<file path="src/rtl/ece_pkg.sv">
// Shared types and constants for the easing curve evaluator.
package ece_pkg;

  localparam int PROGRESS_W      = 32;
  localparam int EASED_W         = 17;
  localparam int CURVE_W         = 3;
  localparam int FRAC_BITS_DEF   = 16;
  localparam int QUEUE_DEPTH_DEF = 4;

  typedef enum logic [CURVE_W-1:0] {
    CRV_LINEAR      = 3'd0,
    CRV_IN_QUAD     = 3'd1,
    CRV_OUT_QUAD    = 3'd2,
    CRV_INOUT_QUAD  = 3'd3,
    CRV_IN_CUBIC    = 3'd4,
    CRV_OUT_CUBIC   = 3'd5,
    CRV_INOUT_CUBIC = 3'd6,
    CRV_BOUNCE      = 3'd7
  } curve_t;

  // Work the back end does on one beat.
  typedef enum logic [2:0] {
    OP_LIN   = 3'd0,  // pass operand through
    OP_SQ    = 3'd1,  // round(x*x)
    OP_SQ2   = 3'd2,  // round(2*x*x)
    OP_CUBE  = 3'd3,  // round(round(x*x)*x)
    OP_CUBE4 = 3'd4,  // round(4*round(x*x)*x)
    OP_BNC   = 3'd5   // round(m*m/64) plus segment base
  } op_t;

  typedef struct packed {
    op_t  op;
    logic sub;        // result is ONE minus the value
  } ctl_t;

endpackage

</file>
<file path="src/rtl/easing_curve_evaluator_top.sv">
// Top level of the easing curve evaluator: front end, queue and back end.
//
//   channel  | handshake               | payload
//   ---------+-------------------------+--------------------------------
//   in       | in_valid / in_stall     | progress  signed Q15.16
//   out      | out_valid / out_stall   | eased     unsigned Q1.16
//   cfg      | cfg_valid / cfg_ready   | curve     3-bit curve select
//
// One beat per cycle sustained while out_stall stays low; an accepted input
// beat passes the front register, a queue slot and four back-end stages.
// The back end holds while its output beat is stalled; the queue keeps taking
// input beats until it fills, then in_stall rises.
// Reset clears the curve select to linear and empties the pipeline and queue.
module easing_curve_evaluator_top #(
  parameter int FRAC_BITS   = ece_pkg::FRAC_BITS_DEF,
  parameter int QUEUE_DEPTH = ece_pkg::QUEUE_DEPTH_DEF
) (
  input  logic                            clk,
  input  logic                            rst,
  input  logic                            in_valid,
  output logic                            in_stall,
  input  logic [ece_pkg::PROGRESS_W-1:0]  progress,
  output logic                            out_valid,
  input  logic                            out_stall,
  output logic [ece_pkg::EASED_W-1:0]     eased,
  input  logic                            cfg_valid,
  output logic                            cfg_ready,
  input  logic [ece_pkg::CURVE_W-1:0]     curve
);
  import ece_pkg::*;

  localparam int XW = FRAC_BITS + 4;
  localparam int BW = FRAC_BITS + 1;
  localparam int QW = $bits(ctl_t) + XW + BW;

  logic            push;
  logic            full;
  ctl_t            push_ctl;
  logic [XW-1:0]   push_x;
  logic [BW-1:0]   push_base;
  logic            pop;
  logic            nonempty;
  logic [QW-1:0]   rdata;
  ctl_t            pop_ctl;
  logic [XW-1:0]   pop_x;
  logic [BW-1:0]   pop_base;

  ece_front #(
    .FRAC_BITS (FRAC_BITS)
  ) u_front (
    .clk       (clk),
    .rst       (rst),
    .in_valid  (in_valid),
    .in_stall  (in_stall),
    .progress  (progress),
    .cfg_valid (cfg_valid),
    .cfg_ready (cfg_ready),
    .curve     (curve),
    .push      (push),
    .full      (full),
    .push_ctl  (push_ctl),
    .push_x    (push_x),
    .push_base (push_base)
  );

  ece_queue #(
    .WIDTH (QW),
    .DEPTH (QUEUE_DEPTH)
  ) u_queue (
    .clk      (clk),
    .rst      (rst),
    .push     (push),
    .wdata    ({push_ctl, push_x, push_base}),
    .full     (full),
    .pop      (pop),
    .nonempty (nonempty),
    .rdata    (rdata)
  );

  assign pop_ctl  = ctl_t'(rdata[QW-1 -: $bits(ctl_t)]);
  assign pop_x    = rdata[BW +: XW];
  assign pop_base = rdata[BW-1:0];

  ece_back #(
    .FRAC_BITS (FRAC_BITS)
  ) u_back (
    .clk       (clk),
    .rst       (rst),
    .nonempty  (nonempty),
    .pop       (pop),
    .pop_ctl   (pop_ctl),
    .pop_x     (pop_x),
    .pop_base  (pop_base),
    .out_valid (out_valid),
    .out_stall (out_stall),
    .eased     (eased)
  );

endmodule

</file>
<file path="src/rtl/ece_front.sv">
// Front end: input beat acceptance, clamp, curve register and classification.
module ece_front #(
  parameter int FRAC_BITS = 16
) (
  input  logic                            clk,
  input  logic                            rst,
  input  logic                            in_valid,
  output logic                            in_stall,
  input  logic [ece_pkg::PROGRESS_W-1:0]  progress,
  input  logic                            cfg_valid,
  output logic                            cfg_ready,
  input  logic [ece_pkg::CURVE_W-1:0]     curve,
  output logic                            push,
  input  logic                            full,
  output ece_pkg::ctl_t                   push_ctl,
  output logic [FRAC_BITS+3:0]            push_x,
  output logic [FRAC_BITS:0]              push_base
);
  import ece_pkg::*;

  localparam int F = FRAC_BITS;
  localparam logic [F:0]   ONE  = {1'b1, {F{1'b0}}};
  localparam logic [F:0]   HALF = ONE >> 1;
  localparam logic [F+4:0] K4   = (F+5)'(4) << F;
  localparam logic [F+4:0] K8   = (F+5)'(8) << F;
  localparam logic [F+4:0] K10  = (F+5)'(10) << F;
  localparam logic [F+6:0] C12  = (F+7)'(12) << F;
  localparam logic [F+6:0] C18  = (F+7)'(18) << F;
  localparam logic [F+6:0] C21  = (F+7)'(21) << F;
  localparam logic [F:0]   B1   = (F+1)'(3) << (F-2);
  localparam logic [F:0]   B2   = (F+1)'(15) << (F-4);
  localparam logic [F:0]   B3   = (F+1)'(63) << (F-6);

  curve_t               curve_q;
  logic                 f_valid;
  logic [F:0]           f_t;
  logic [F:0]           t_next;
  logic                 advance;
  logic [F:0]           u;
  logic                 low_half;
  logic [F+4:0]         t11;
  logic [F+6:0]         cval;
  logic signed [F+6:0]  d;
  logic [F+6:0]         m;
  logic [F:0]           seg_base;

  assign cfg_ready = 1'b1;

  always_ff @(posedge clk) begin
    if (rst) begin
      curve_q <= CRV_LINEAR;
    end else if (cfg_valid && cfg_ready) begin
      curve_q <= curve_t'(curve);
    end
  end

  assign push     = f_valid && !full;
  assign advance  = !f_valid || !full;
  assign in_stall = !advance;

  // Clamp to [0, ONE].
  always_comb begin
    if (progress[PROGRESS_W-1]) begin
      t_next = '0;
    end else if (progress > PROGRESS_W'(ONE)) begin
      t_next = ONE;
    end else begin
      t_next = progress[F:0];
    end
  end

  always_ff @(posedge clk) begin
    if (rst) begin
      f_valid <= 1'b0;
    end else if (advance) begin
      f_valid <= in_valid;
    end
  end

  always_ff @(posedge clk) begin
    if (advance && in_valid) begin
      f_t <= t_next;
    end
  end

  assign u        = ONE - f_t;
  assign low_half = f_t < HALF;
  assign t11      = ({4'b0, f_t} << 3) + ({4'b0, f_t} << 1) + {4'b0, f_t};

  // Bounce segment: split at 4/11, 8/11, 10/11, compared exactly on 11*T.
  always_comb begin
    if (t11 < K4) begin
      cval     = '0;
      seg_base = '0;
    end else if (t11 < K8) begin
      cval     = C12;
      seg_base = B1;
    end else if (t11 < K10) begin
      cval     = C18;
      seg_base = B2;
    end else begin
      cval     = C21;
      seg_base = B3;
    end
  end

  assign d = $signed({1'b0, t11, 1'b0}) - $signed(cval);
  assign m = d[F+6] ? (F+7)'(-d) : (F+7)'(d);

  always_comb begin
    push_ctl.op  = OP_LIN;
    push_ctl.sub = 1'b0;
    push_x       = (F+4)'(f_t);
    push_base    = '0;
    case (curve_q)
      CRV_LINEAR: begin
        push_ctl.op = OP_LIN;
      end
      CRV_IN_QUAD: begin
        push_ctl.op = OP_SQ;
      end
      CRV_OUT_QUAD: begin
        push_ctl.op  = OP_SQ;
        push_ctl.sub = 1'b1;
        push_x       = (F+4)'(u);
      end
      CRV_INOUT_QUAD: begin
        push_ctl.op  = OP_SQ2;
        push_ctl.sub = !low_half;
        push_x       = low_half ? (F+4)'(f_t) : (F+4)'(u);
      end
      CRV_IN_CUBIC: begin
        push_ctl.op = OP_CUBE;
      end
      CRV_OUT_CUBIC: begin
        push_ctl.op  = OP_CUBE;
        push_ctl.sub = 1'b1;
        push_x       = (F+4)'(u);
      end
      CRV_INOUT_CUBIC: begin
        push_ctl.op  = OP_CUBE4;
        push_ctl.sub = !low_half;
        push_x       = low_half ? (F+4)'(f_t) : (F+4)'(u);
      end
      CRV_BOUNCE: begin
        push_ctl.op = OP_BNC;
        push_x      = m[F+3:0];
        push_base   = seg_base;
      end
      default: begin
        push_ctl.op = OP_LIN;
      end
    endcase
  end

endmodule

</file>
<file path="src/rtl/ece_queue.sv">
// Small flop-based FIFO between the front end and the back end.
module ece_queue #(
  parameter int WIDTH = 8,
  parameter int DEPTH = 4
) (
  input  logic             clk,
  input  logic             rst,
  input  logic             push,
  input  logic [WIDTH-1:0] wdata,
  output logic             full,
  input  logic             pop,
  output logic             nonempty,
  output logic [WIDTH-1:0] rdata
);
  localparam int AW = (DEPTH > 1) ? $clog2(DEPTH) : 1;
  localparam int CW = $clog2(DEPTH + 1);
  localparam logic [AW-1:0] LAST = AW'(DEPTH - 1);

  logic [WIDTH-1:0] slots [DEPTH];
  logic [AW-1:0]    wr_ptr;
  logic [AW-1:0]    rd_ptr;
  logic [CW-1:0]    count;
  logic             do_push;
  logic             do_pop;

  assign full     = count == CW'(DEPTH);
  assign nonempty = count != '0;
  assign do_push  = push && !full;
  assign do_pop   = pop && nonempty;
  assign rdata    = slots[rd_ptr];

  always_ff @(posedge clk) begin
    if (rst) begin
      wr_ptr <= '0;
      rd_ptr <= '0;
      count  <= '0;
    end else begin
      if (do_push) begin
        wr_ptr <= (wr_ptr == LAST) ? '0 : wr_ptr + 1'b1;
      end
      if (do_pop) begin
        rd_ptr <= (rd_ptr == LAST) ? '0 : rd_ptr + 1'b1;
      end
      if (do_push && !do_pop) begin
        count <= count + 1'b1;
      end else if (do_pop && !do_push) begin
        count <= count - 1'b1;
      end
    end
  end

  always_ff @(posedge clk) begin
    if (do_push) begin
      slots[wr_ptr] <= wdata;
    end
  end

endmodule

</file>
<file path="src/rtl/ece_back.sv">
// Back end: four-stage multiply/round pipeline ending in the output register.
module ece_back #(
  parameter int FRAC_BITS = 16
) (
  input  logic                         clk,
  input  logic                         rst,
  input  logic                         nonempty,
  output logic                         pop,
  input  ece_pkg::ctl_t                pop_ctl,
  input  logic [FRAC_BITS+3:0]         pop_x,
  input  logic [FRAC_BITS:0]           pop_base,
  output logic                         out_valid,
  input  logic                         out_stall,
  output logic [ece_pkg::EASED_W-1:0]  eased
);
  import ece_pkg::*;

  localparam int F  = FRAC_BITS;
  localparam int XW = F + 4;
  localparam int PW = 2 * XW + 1;
  localparam int QW = 2 * F + 5;
  localparam int RW = (F + 2 > EASED_W) ? F + 2 : EASED_W;
  localparam logic [F:0]    ONE    = {1'b1, {F{1'b0}}};
  localparam logic [PW-1:0] HALF_P = PW'(1) << (F - 1);
  localparam logic [PW-1:0] RND_B  = PW'(1) << (F + 5);
  localparam logic [QW-1:0] HALF_Q = QW'(1) << (F - 1);

  logic en;

  // stage 1: x*x
  logic             s1_valid;
  ctl_t             s1_ctl;
  logic [F:0]       s1_x;
  logic [F:0]       s1_base;
  logic [2*XW-1:0]  s1_p;
  // stage 2: rounded square
  logic             s2_valid;
  ctl_t             s2_ctl;
  logic [F:0]       s2_x;
  logic [F:0]       s2_base;
  logic [F:0]       s2_v;
  logic [F:0]       v_next;
  logic [PW-1:0]    r_q;
  logic [PW-1:0]    r_q2;
  logic [PW-1:0]    r_b;
  // stage 3: square times x
  logic             s3_valid;
  ctl_t             s3_ctl;
  logic [F:0]       s3_base;
  logic [F:0]       s3_v;
  logic [2*F+1:0]   s3_p;
  // output stage
  logic [QW-1:0]    c_sum;
  logic [F:0]       fin;
  logic [F+1:0]     res;
  logic [F+1:0]     add_sum;
  logic [RW-1:0]    res_x;

  assign en  = !out_valid || !out_stall;
  assign pop = en && nonempty;

  always_ff @(posedge clk) begin
    if (rst) begin
      s1_valid  <= 1'b0;
      s2_valid  <= 1'b0;
      s3_valid  <= 1'b0;
      out_valid <= 1'b0;
    end else if (en) begin
      s1_valid  <= nonempty;
      s2_valid  <= s1_valid;
      s3_valid  <= s2_valid;
      out_valid <= s3_valid;
    end
  end

  always_ff @(posedge clk) begin
    if (en) begin
      s1_ctl  <= pop_ctl;
      s1_x    <= pop_x[F:0];
      s1_base <= pop_base;
      s1_p    <= pop_x * pop_x;
    end
  end

  assign r_q  = ({1'b0, s1_p} + HALF_P) >> F;
  assign r_q2 = ({s1_p, 1'b0} + HALF_P) >> F;
  assign r_b  = ({1'b0, s1_p} + RND_B) >> (F + 6);

  always_comb begin
    case (s1_ctl.op)
      OP_LIN:   v_next = s1_x;
      OP_SQ2:   v_next = r_q2[F:0];
      OP_BNC:   v_next = r_b[F:0];
      default:  v_next = r_q[F:0];
    endcase
  end

  always_ff @(posedge clk) begin
    if (en) begin
      s2_ctl  <= s1_ctl;
      s2_x    <= s1_x;
      s2_base <= s1_base;
      s2_v    <= v_next;
    end
  end

  always_ff @(posedge clk) begin
    if (en) begin
      s3_ctl  <= s2_ctl;
      s3_base <= s2_base;
      s3_v    <= s2_v;
      s3_p    <= s2_v * s2_x;
    end
  end

  always_comb begin
    if (s3_ctl.op == OP_CUBE4) begin
      c_sum = (QW'(s3_p) << 2) + HALF_Q;
    end else begin
      c_sum = QW'(s3_p) + HALF_Q;
    end
  end

  always_comb begin
    if (s3_ctl.op == OP_CUBE || s3_ctl.op == OP_CUBE4) begin
      fin = c_sum[2*F:F];
    end else begin
      fin = s3_v;
    end
    add_sum = {1'b0, fin} + {1'b0, s3_base};
    if (s3_ctl.sub) begin
      res = (fin > ONE) ? {1'b0, ONE} : {1'b0, ONE - fin};
    end else begin
      res = (add_sum > {1'b0, ONE}) ? {1'b0, ONE} : add_sum;
    end
    res_x = RW'(res);
  end

  always_ff @(posedge clk) begin
    if (en) begin
      eased <= res_x[EASED_W-1:0];
    end
  end

endmodule
</file>
<file path="config.mk">
export PLATFORM = sky130hd
export DESIGN_NAME = easing_curve_evaluator_top
export DESIGN_NICKNAME = d
export VERILOG_FILES = /design/src/rtl/ece_pkg.sv /design/src/rtl/easing_curve_evaluator_top.sv /design/src/rtl/ece_front.sv /design/src/rtl/ece_queue.sv /design/src/rtl/ece_back.sv
export SDC_FILE = /design/constraint.sdc
export NUM_CORES = 2
export LEC_CHECK = 0
export ABC_AREA = 1
export BUFFER_PORTS_ARGS = -buffer_cell sky130_fd_sc_hd__buf_2
export CAP_MARGIN = 20
export CORE_MARGIN = 8
export CORE_UTILIZATION = 53
export DETAILED_ROUTE_END_ITERATION = 10
export PLACE_DENSITY = 0.75
export SETUP_SLACK_MARGIN = 0.15
export SYNTH_ARGS = -nofsm -noshare
export SYNTH_HDL_FRONTEND = slang
export SYNTH_HIERARCHICAL = 1
export SYNTH_SLANG_ARGS = --single-unit
</file>
<file path="constraint.sdc">
create_clock -name clk -period 8.2 [get_ports clk]
set_input_delay 0.82 -clock clk [delete_from_list [all_inputs] [get_ports clk]]
set_output_delay 0.82 -clock clk [all_outputs]
set_load 0.05 [all_outputs]
</file>
==> impl_metrics.json <==
{
  "outcome": "complete, no violations",
  "cts.sinks": 391,
  "routed_wl_um": 99800,
  "reg_top3": "u_queue/slots x164, u_back/s1_p x25, u_back/s3_p x20",
  "syn_area_um2": 41500,
  "fin_crit_ps": 7620,
  "post-place-ws_ps": 600,
  "rows": 102,
  "grt_overflow": 0,
  "r2r_slack_ps": 580,
  "fmax_mhz": 131,
  "finalNetCount": 5519,
  "largest_reg_flops": 164,
  "holdCritStartpoint": "u_back/s1_base[0]",
  "syn_area_per_cell_um2": 8.87,
  "synth-async-reset-ratio_pct": 0,
  "grt_pass1_vias": 31582,
  "drive_gt1_share_pct": 7.43,
  "fin_util_pct": 57.2,
  "yosysSeqAreaShare_pct": 27.9,
  "wl_per_cell_um": 17.4,
  "max_slew.worst_pin.slew_ps": 1040,
  "synthFlopType": "edfxtp_1",
  "synth-edff-count": 374,
  "setup.worst_path.end_class": "register",
  "hold_ws_ps": 412,
  "critPathRequiredTime_ps": 8530,
  "clockBufferDepth": 3,
  "io-pin-count": 60,
  "drc": 0,
  "maxCapViolCount": 0,
  "yosys.cell_types.count": 66,
  "grt_pass1_wl_um": 161000,
  "port_buffers": 58,
  "gr-usage-all-layers_pct": 23.0,
  "hold_end": "u_back/s2_base[0]",
  "fp.dieW_um": 296,
  "drtPass1Iterations": 5,
  "first_iter_violations": 2159,
  "final_antenna_net_count": 0,
  "relSlewSlack_pct": 30.5,
  "insertion_delay_ps": 590,
  "fin_ws_ps": 583,
  "min_path_type": "reg2reg",
  "worst_setup_path_start_kind": "register",
  "finalCritPeriodShare_pct": 92.9,
  "cts-root-buf": "clkbuf_16",
  "start_util_pct": 53.6,
  "dp_hpwl_um": 78000,
  "dieHeight_um": 296,
  "hold_viol": 0,
  "finClkSkew_ps": 38.8,
  "top_register": "u_queue/slots",
  "worstPathArrival_ps": 7950,
  "yosys_warnings": 6,
  "r2r_end": "u_back/s1_p[32]",
  "worstPathMaxFanout": 41,
  "clkSlewWorstSetupHoldPaths_ps": 70,
  "vias": 30748,
  "viasPerCell": 5.36,
  "areaGrowthSynthToFinish_pct": 6.76,
  "finalSetupTns_ps": 0,
  "r2r_cells": 24,
  "cts_tree": "done",
  "drv_slew": 0,
  "hold_depth": 0,
  "setup_viol": 0,
  "crit_type": "reg2reg",
  "synthCells": 4676,
  "rsz0062_at_grt": "no",
  "die_area_um2": 87500,
  "grt_antenna_before_repair": 2,
  "coreArea_um2": 77500,
  "synth-seq-cells": 391,
  "h-tree-depth": 2,
  "grt_max_degree": 90,
  "tritoncts.num_buffers": 43,
  "routabilityCongestion": 0.912,
  "hold_buffers": 0
}
[logic make-up (layout without fill, tap and decap cells)]
logic type	after synthesis	after routing	synth area share, %
DFF	391	391	27.9
and+or+nand+nor	1647	1647	16.9
other	2	13	0.0181
muxes	1	1	0.0271
xor gates and xnor gates	112	112	2.40
adders and majority gates	814	814	33.9
AOI/OAI and AO/OA	486	486	7.12
buffers and inverters	1223	1236	11.7
[layout make-up]
cell class,count,area [um^2]
antenna,1,2.50
clock buffer,49,1120
clock inverter,30,397
fill,6725,33200
inverter,1046,3930
multi-input combinational,3072,25200
sequential,391,11600
tap,1040,1300
timing repair buffer,111,721
[critical path: stages (launching register included)]
cell	delay, ps
dfxtp_1	340
buf_4	430
o21ai_1	210
o22ai_2	560
nand2_1	210
fa_1	540
fa_1	530
fa_1	510
inv_1	50
fa_1	540
fa_1	440
fa_1	550
inv_1	60
fa_1	530
inv_1	40
ha_1	380
a21oi_1	220
inv_1	60
a31oi_1	200
inv_1	60
o21ai_0	390
o21bai_1	150
nand2_1	80
o211ai_1	90
xor2_1	160
[layer usage]
layer,vias to the layer above,part of all wire [%],track usage [%]
met5,-,0,0
met4,0,4.7,9.78
met3,249,5.7,2.88
met2,1062,50,40.4
met1,14980,40,28.4
li1,14457,-,-
[synthesized netlist by cell type, types with 43 or more instances]
library cell	instances	share of area (%)
nor2_1	303	2.7
nand3_1	148	1.8
ha_1	298	9.0
a21oi_1	135	1.6
o21ai_0	133	1.6
edfxtp_1	374	27
fa_1	516	25
xor2_1	73	1.5
o21ai_1	56	0.68
nand2_1	1008	9.1
o22ai_1	43	0.65
clkbuf_1	103	0.93
inv_1	1031	9.3
[worst max-delay path by stage]
stage / endpoint / cells past startpoint / startpoint / slack [ps]
floorplan: u_back/s1_p[32] / 29 / register / 1020
global placement: u_back/s1_p[32] / 24 / register / 810
detailed placement: u_back/s1_p[32] / 24 / register / 600
CTS: u_back/s1_p[32] / 24 / register / 590
global route: u_back/s1_p[32] / 27 / register / 160
finish: u_back/s1_p[32] / 24 / register / 580
[stage by stage]
step           std cells  cell area (um^2)
6_report            5740             44300
5_1_grt             5740             44300
4_1_cts             5737             44200
3_5_place_dp        5658             42700
3_3_place_gp        5658             42700
2_1_floorplan       4686             41500
[what timing repair did]
action / CTS / global route
resized for setup: 0 / 1
setup buffers: 0 / 0
hold endpoints to repair: 0 / 0
setup endpoints to repair: 0 / 4
[placed cells by master, fill, tap and decap left out, types with 11 or more instances in the layout]
cell | Yosys | routed
nand3b_1 | 13 | 13
nor2_1 | 303 | 299
o21ai_0 | 133 | 133
dfxtp_1 | 17 | 16
o21bai_1 | 16 | 16
nand4_1 | 41 | 41
inv_1 | 1031 | 1031
nand2_1 | 1008 | 1007
inv_2 | 13 | 12
o21a_1 | 13 | 13
conb_1 | 2 | 12
o22ai_2 | 0 | 18
xnor2_1 | 37 | 37
fa_1 | 516 | 516
o21ai_1 | 56 | 56
a31oi_1 | 18 | 18
nand3_1 | 148 | 148
ha_1 | 298 | 298
o22ai_1 | 43 | 25
nor3_1 | 16 | 16
xor2_1 | 73 | 73
o211ai_1 | 11 | 11
a21oi_1 | 135 | 135
nor2_4 | 14 | 18
or2_2 | 12 | 12
edfxtp_1 | 374 | 374
buf_4 | 22 | 51
nand2_2 | 38 | 38
clkbuf_16 | 0 | 44
nor2_2 | 18 | 18
buf_2 | 23 | 58
Power is not shown: default switching activity piles up to over one toggle a cycle in this logic, so the estimate is an artifact.
